--- config.mk ---
export PLATFORM = sky130hd
export DESIGN_NAME = nbef_ctrl
export DESIGN_NICKNAME = d
export VERILOG_FILES = /design/src/hdl/nbef_pkg.sv /design/src/hdl/nbef_ctrl.sv
export SDC_FILE = /design/constraint.sdc
export NUM_CORES = 1
export LEC_CHECK = 0
export ABC_AREA = 1
export BUFFER_PORTS_ARGS = -buffer_cell sky130_fd_sc_hd__clkbuf_2
export CAP_MARGIN = 20
export CORE_UTILIZATION = 51
export CTS_CLUSTER_DIAMETER = 200
export DETAILED_ROUTE_END_ITERATION = 6
export GPL_ROUTABILITY_DRIVEN = 0
export PLACE_DENSITY_LB_ADDON = 0.2
export SLEW_MARGIN = 0
export SYNTH_ARGS = -nofsm -noshare
export SYNTH_HDL_FRONTEND = slang
export SYNTH_SLANG_ARGS = --single-unit
--- constraint.sdc ---
create_clock -name clock -period 2 [get_ports clock]
set_clock_uncertainty 0.05 [all_clocks]
set_input_delay 0.1 -clock clock [delete_from_list [all_inputs] [get_ports clock]]
set_output_delay 0.1 -clock clock [all_outputs]
set_load 0.02 [all_outputs]
--- src/hdl/nbef_pkg.sv ---
// shared types, constants and step table for the notch biquad filter
`timescale 1ns / 1ps

package nbef_pkg;

   // field and register widths
   localparam int SAMPLE_W   = 32;
   localparam int COEFF_W    = 32;
   localparam int DEN0_W     = 31;
   localparam int RECIP_W    = 16;
   localparam int REST_W     = 31;
   localparam int REM_W      = 32;
   localparam int CSR_IDX_W  = 4;
   localparam int CSR_DATA_W = 32;

   // datapath widths: one 33x33 signed multiplier works on 32-bit chunks
   localparam int CHUNK_W = 32;
   localparam int MUL_W   = CHUNK_W + 1;
   localparam int PROD_W  = 2 * MUL_W;
   localparam int P_W     = 2 * COEFF_W;
   localparam int K_W     = REST_W + RECIP_W;
   localparam int ACC_W   = 72;
   localparam int T1_W    = 96;
   localparam int TMP_W   = 128;
   localparam int FRAC_W  = 30;

   // register indexes
   localparam logic [CSR_IDX_W-1:0] CSR_NUM_C0    = CSR_IDX_W'(0);
   localparam logic [CSR_IDX_W-1:0] CSR_NUM_C1    = CSR_IDX_W'(1);
   localparam logic [CSR_IDX_W-1:0] CSR_NUM_C2    = CSR_IDX_W'(2);
   localparam logic [CSR_IDX_W-1:0] CSR_DEN_C0    = CSR_IDX_W'(3);
   localparam logic [CSR_IDX_W-1:0] CSR_DEN_C1    = CSR_IDX_W'(4);
   localparam logic [CSR_IDX_W-1:0] CSR_DEN_C2    = CSR_IDX_W'(5);
   localparam logic [CSR_IDX_W-1:0] CSR_RECIP_Q30 = CSR_IDX_W'(6);
   localparam logic [CSR_IDX_W-1:0] CSR_RECIP_REST = CSR_IDX_W'(7);

   // register reset values (unity pass-through)
   localparam logic [COEFF_W-1:0] NUM_C0_RST = COEFF_W'(32768);
   localparam logic [DEN0_W-1:0]  DEN_C0_RST = DEN0_W'(32768);
   localparam logic [RECIP_W-1:0] RECIP_RST  = RECIP_W'(32768);

   // multiplier operand selects
   typedef enum logic [3:0] {
      A_ZERO, A_X, A_PI0, A_PI1, A_PO0, A_PO1, A_PR0, A_PR1,
      A_PLO, A_PHI, A_ACC0, A_ACC1, A_ACC2, A_Y, A_REST
   } a_sel_type;

   typedef enum logic [3:0] {
      B_ZERO, B_C0, B_C1, B_C2, B_D0, B_D1, B_D2, B_RECIP, B_KLO, B_KHI
   } b_sel_type;

   // write-stage operations
   typedef enum logic [3:0] {
      OP_NOP, OP_ACC_SET, OP_ACC_ADD, OP_ACC_SUB, OP_P_SET, OP_K_SET,
      OP_TMP_SET, OP_TMP_ADD, OP_T1_SET, OP_T1_ADD, OP_ACC_SUB_TMP,
      OP_T1_ADD_TMP, OP_RND_MAG, OP_RND_SAT
   } op_type;

   // product placement in chunks
   typedef enum logic [1:0] {SH_0, SH_32, SH_64, SH_96} shift_type;

   typedef struct packed {
      a_sel_type a_sel;
      b_sel_type b_sel;
      op_type    op;
      shift_type shift;
   } uop_type;

   typedef struct packed {
      logic    load;
      logic    finish;
      uop_type uop;
   } dp_cmd_type;

   typedef enum logic [1:0] {ST_IDLE, ST_RUN, ST_FINISH} state_type;

   localparam int NUM_STEPS = 30;
   localparam int STEP_W    = $clog2(NUM_STEPS);
   localparam logic [STEP_W-1:0] LAST_STEP = STEP_W'(NUM_STEPS - 1);

   localparam uop_type UOP_NOP = '{a_sel: A_ZERO, b_sel: B_ZERO, op: OP_NOP, shift: SH_0};

   function automatic uop_type mk_uop(input a_sel_type a, input b_sel_type b,
                                      input op_type o, input shift_type s);
      return '{a_sel: a, b_sel: b, op: o, shift: s};
   endfunction

   // step table; a product is registered and then written in a separate write
   // stage, so no step reads a register in the step right after the one that writes it
   function automatic uop_type ucode(input logic [STEP_W-1:0] step);
      uop_type u;
      unique case (int'(step))
         // numerator and output history terms
         0:  u = mk_uop(A_X,    B_C0,    OP_ACC_SET,     SH_0);
         1:  u = mk_uop(A_PI0,  B_C1,    OP_ACC_ADD,     SH_0);
         2:  u = mk_uop(A_PI1,  B_C2,    OP_ACC_ADD,     SH_0);
         3:  u = mk_uop(A_PO0,  B_D1,    OP_ACC_SUB,     SH_0);
         4:  u = mk_uop(A_PO1,  B_D2,    OP_ACC_SUB,     SH_0);
         // remainder feedback of the newer sample
         5:  u = mk_uop(A_PR0,  B_D1,    OP_P_SET,       SH_0);
         6:  u = mk_uop(A_REST, B_RECIP, OP_K_SET,       SH_0);
         7:  u = mk_uop(A_PLO,  B_RECIP, OP_TMP_SET,     SH_0);
         8:  u = mk_uop(A_PHI,  B_RECIP, OP_TMP_ADD,     SH_32);
         // remainder feedback of the older sample
         9:  u = mk_uop(A_PR1,  B_D2,    OP_P_SET,       SH_0);
         10: u = mk_uop(A_ZERO, B_ZERO,  OP_ACC_SUB_TMP, SH_0);
         11: u = mk_uop(A_PLO,  B_RECIP, OP_TMP_SET,     SH_0);
         12: u = mk_uop(A_PHI,  B_RECIP, OP_TMP_ADD,     SH_32);
         13: u = mk_uop(A_ZERO, B_ZERO,  OP_ACC_SUB_TMP, SH_0);
         // acc times recip
         15: u = mk_uop(A_ACC0, B_RECIP, OP_T1_SET,      SH_0);
         16: u = mk_uop(A_ACC1, B_RECIP, OP_T1_ADD,      SH_32);
         17: u = mk_uop(A_ACC2, B_RECIP, OP_T1_ADD,      SH_64);
         // acc times rest*recip
         18: u = mk_uop(A_ACC0, B_KLO,   OP_TMP_SET,     SH_0);
         19: u = mk_uop(A_ACC1, B_KLO,   OP_TMP_ADD,     SH_32);
         20: u = mk_uop(A_ACC2, B_KLO,   OP_TMP_ADD,     SH_64);
         21: u = mk_uop(A_ACC0, B_KHI,   OP_TMP_ADD,     SH_32);
         22: u = mk_uop(A_ACC1, B_KHI,   OP_TMP_ADD,     SH_64);
         23: u = mk_uop(A_ACC2, B_KHI,   OP_TMP_ADD,     SH_96);
         24: u = mk_uop(A_ZERO, B_ZERO,  OP_T1_ADD_TMP,  SH_0);
         // rounding, saturation and new remainder
         25: u = mk_uop(A_ZERO, B_ZERO,  OP_RND_MAG,     SH_0);
         26: u = mk_uop(A_ZERO, B_ZERO,  OP_RND_SAT,     SH_0);
         28: u = mk_uop(A_Y,    B_D0,    OP_ACC_SUB,     SH_0);
         default: u = UOP_NOP;
      endcase
      return u;
   endfunction

endpackage

--- src/hdl/nbef_ctrl.sv ---
// step sequencer and handshake control for the notch biquad filter
`timescale 1ns / 1ps

module nbef_ctrl (
   input  logic                    clock,
   input  logic                    reset,
   input  logic                    req_valid,
   output logic                    req_stall,
   output logic                    rsp_valid,
   input  logic                    rsp_stall,
   output nbef_pkg::dp_cmd_type    cmd
);
   import nbef_pkg::*;

   state_type         state_ff, state_in;
   logic [STEP_W-1:0] step_ff, step_in;
   logic              rsp_valid_ff, rsp_valid_in;

   // state register
   always_ff @(posedge clock) begin
      if (reset) begin
         state_ff     <= ST_IDLE;
         step_ff      <= '0;
         rsp_valid_ff <= 1'b0;
      end else begin
         state_ff     <= state_in;
         step_ff      <= step_in;
         rsp_valid_ff <= rsp_valid_in;
      end
   end

   // next state and datapath commands
   always_comb begin
      state_in     = state_ff;
      step_in      = step_ff;
      rsp_valid_in = rsp_valid_ff && rsp_stall;
      cmd          = '{load: 1'b0, finish: 1'b0, uop: UOP_NOP};
      unique case (state_ff)
         ST_IDLE: begin
            if (req_valid) begin
               cmd.load = 1'b1;
               step_in  = '0;
               state_in = ST_RUN;
            end
         end
         ST_RUN: begin
            cmd.uop = ucode(step_ff);
            if (step_ff == LAST_STEP) begin
               state_in = ST_FINISH;
            end else begin
               step_in = step_ff + 1'b1;
            end
         end
         ST_FINISH: begin
            // output register free or being emptied this cycle
            if (!rsp_valid_ff || !rsp_stall) begin
               cmd.finish   = 1'b1;
               rsp_valid_in = 1'b1;
               state_in     = ST_IDLE;
            end
         end
         default: state_in = ST_IDLE;
      endcase
   end

   assign req_stall = (state_ff != ST_IDLE);
   assign rsp_valid = rsp_valid_ff;

endmodule

==> flow_summary.ini <==
[outcome]
status = completed

[clock_tree]
cts.reportedPaths.clkPinSlew_ns = 0.13
cts-root-buf = clkbuf_4
cts-buffers-inserted = 3
h-tree-depth = 1
cts_num_sinks = 22
cts_tree = built
cts.path.max_buffers = 2
worstSkewPairLatency_ns = 0.32

[routing]
drtIter0Drc = 64
routed_via_density = 4.934
wl_per_cell_microns = 11.52
ant_nets = 0
postRouteWirelength_microns = 3858
drc_errors = 0
dr_total_vias = 1653
dr.pass1.iters = 5

[layout]
final_layout_size_suffix_gt1_share_pct = 32.08
seqCellArea_sq_um = 444.2
antenna_cells = 0
synthToLayoutAreaGrowth_pct = 30.19
final.fill_count = 224
multiInputGateArea_sq_um = 1079
nNetsFinal = 308

[run]
drv_cap = 0

[yosys]
synthAdderAreaFrac_pct = 7.800
synthTopCellsByArea = dfxtp_1, nand2_1, inv_1, nand3_1, ha_1
synthFlopType = dfxtp_1
yosys_warnings = 0
avgSynthCellArea_sq_um = 6.340
yosys.area_share.simple_pct = 46.41
muxShareOfSynthArea_pct = 0
yosysUniqueCellTypes = 30
async_flop_share_pct = 0
synth_top_area_share_pct = 27.46
synth_edf_count = 0
synth_top_family_by_area = simple AND/OR/NAND/NOR gates
synth_top_area_cell = dfxtp_1
synth-compound-area-share_pct = 4.446
synth_most_common_cell = nand2_1
synthTopCellsByCount = nand2_1, inv_1, nand3_1
ys_seq_elements = 22
synth_xor_area_share_pct = 0
yosysSeqAreaShare_pct = 27.46
syn-num-nets = 267
synth_area_sq_um = 1604
syn_inst = 253

[min_path]
hold_start = rsp_stall
hold_path.class = primary input to flop
holdPathEnd = state_ff[1]
hold_depth = 5

[setup_path]
cp.arrival_ns = 2.15
worst_path_most_repeated_cell = nand2_1
crit_type = flop to flop
max_stage_delay_ns = 0.35
r2r-start = step_ff[1]
worstPathCellList = inv_2 > ha_4 > nand2_4 > o21ai_4 > nand3_2 > nand2_2 > nand2_4 > ha_4 > nor2_4 > nand4_1 > nand3_1 > nand2_1 > nand2_1 > nand2_1
path_max_fanout = 6
ff2ff_setup_slack_ns = 0.02
slowest_stage = dfxtp_2
cp-end-kind = flop
required_ns = 2.18
rr_worst_depth = 14
cp-start-kind = flop

[floorplan]
fp.coreArea_sq_um = 2877
die_h_microns = 58.08
io_pins = 22
rows = 19
start_util_pct = 55.76
dieArea_sq_um = 3373
die_width_microns = 58.08

[sta]
max_clock_freq_mhz = 506.3
relSlewSlack_pct = 84.48
rsz0062_at_grt = yes
setup_violations = 0
period_needed_ns = 1.975
final_hold_viol_count = 0
tightest_slew_ns = 0.2324
timing.final.crit_share_pct = 98.76
drv_slew = 0
holdWs_ns = 0.1509
tns_ns = 0

[global_route]
grt_max_degree = 18
grt_pass1_wl_microns = 6230
grt_pass1_vias = 1416
grt.total_usage_pct = 24.23
overflow = 0
antenna_found_initial = 0

[place]
hpwlAfterDp_microns = 2770
port_buffers = 21

[power]
p_total_uw = 1341
power.density_nw_per_um2 = 642.0
p_leak_uw = 0.001143
ir_drop_uv = 642.8
## kinds of logic (layout without fill, tap and decap cells)
family / after synthesis / in the layout
DFF: 22 / 22
adders and majority gates: 10 / 10
AOI/OAI and AO/OA: 10 / 10
buffers and inverters: 51 / 91
and+or+nand+nor: 160 / 160
## worst max-delay path, delay by kind of cell (launching register included)
kind                       cells  cell delay, ns
buffers and inverters          1            0.06
AOI/OAI and AO/OA              1            0.21
adders and majority gates      2            0.32
and+or+nand+nor               10            0.88
DFF                            1            0.35
## what timing repair did
action,4_1_cts,5_1_grt
buffers inserted,1,1
hold buffers,2,0
gates resized for setup,3,36
setup endpoints to repair,3,13
hold endpoints to repair,3,0
pin swaps,4,16
## placed cells by master (no fill, tap or decap)
| cell | n |
|---|---|
| or2_0 | 1 |
| o21ai_4 | 1 |
| nor2_1 | 23 |
| nand2_1 | 71 |
| inv_2 | 7 |
| a21oi_4 | 1 |
| nand3_1 | 27 |
| ha_2 | 2 |
| dlygate4sd3_1 | 2 |
| o21a_1 | 1 |
| nand3_2 | 5 |
| ha_1 | 5 |
| buf_12 | 1 |
| dfxtp_2 | 3 |
| nor2_4 | 2 |
| inv_1 | 34 |
| nor2_2 | 2 |
| nand2_2 | 10 |
| dfxtp_1 | 19 |
| clkbuf_4 | 3 |
| o21ai_2 | 1 |
| inv_4 | 3 |
| nand3_4 | 3 |
| nand2_4 | 7 |
| buf_4 | 17 |
| nand4_1 | 7 |
| buf_6 | 1 |
| nand3b_1 | 2 |
| clkinv_1 | 1 |
| o21ai_0 | 1 |
| a21oi_1 | 3 |
| o21ai_1 | 2 |
| bufinv_16 | 1 |
| ha_4 | 3 |
| clkbuf_2 | 21 |
## cell type report
cell class / instances / share of cell area, %
sequential: 22 / 21.27
multi-input combinational: 180 / 51.65
tap: 42 / 2.516
inverter: 45 / 8.448
timing repair buffer: 42 / 13.60
clock buffer: 3 / 1.078
clock inverter: 1 / 1.438
## how the worst max path moves through the flow
stage	start	to	slack (ns)	cells past startpoint
floorplan	step_ff[1]	flop	0.01	15
detailed placement	step_ff[1]	flop	0.009	16
finish	step_ff[1]	flop	0.02	14
CTS	step_ff[1]	flop	0.005	15
global placement	step_ff[1]	flop	0.04	16
global route	step_ff[1]	flop	-0.10	15
## layer usage
metal  wire length [microns]  GRT usage, %  up-vias
met1                    1789         34.20      720
met3                     308         6.250        4
li1                        -             -      862
met5                       0             0        -
met4                      27         3.741        0
met2                    1732         37.93       67
## metrics by stage
stage / cell area (sq um) / worst slack (ns) / utilization [%] / cells
2_1_floorplan: 1630 / 0.01299 / - / 253
3_3_place_gp: 1877 / 0.03642 / 65.25 / 327
3_5_place_dp: 1877 / 0.009201 / 65.25 / 327
4_1_cts: 1963 / 0.005062 / 68.25 / 334
5_1_grt: 2088 / -0.1044 / 72.60 / 335
6_report: 2088 / 0.02477 / 72.60 / 335
## where the power goes
part	switching [uW]	total, uW	internal, uW
combinational	308	484	176
sequential	17.8	507	489
clock	147	350	203
total	473	1340	868
Note: power is estimated with default switching activity, not from simulation.
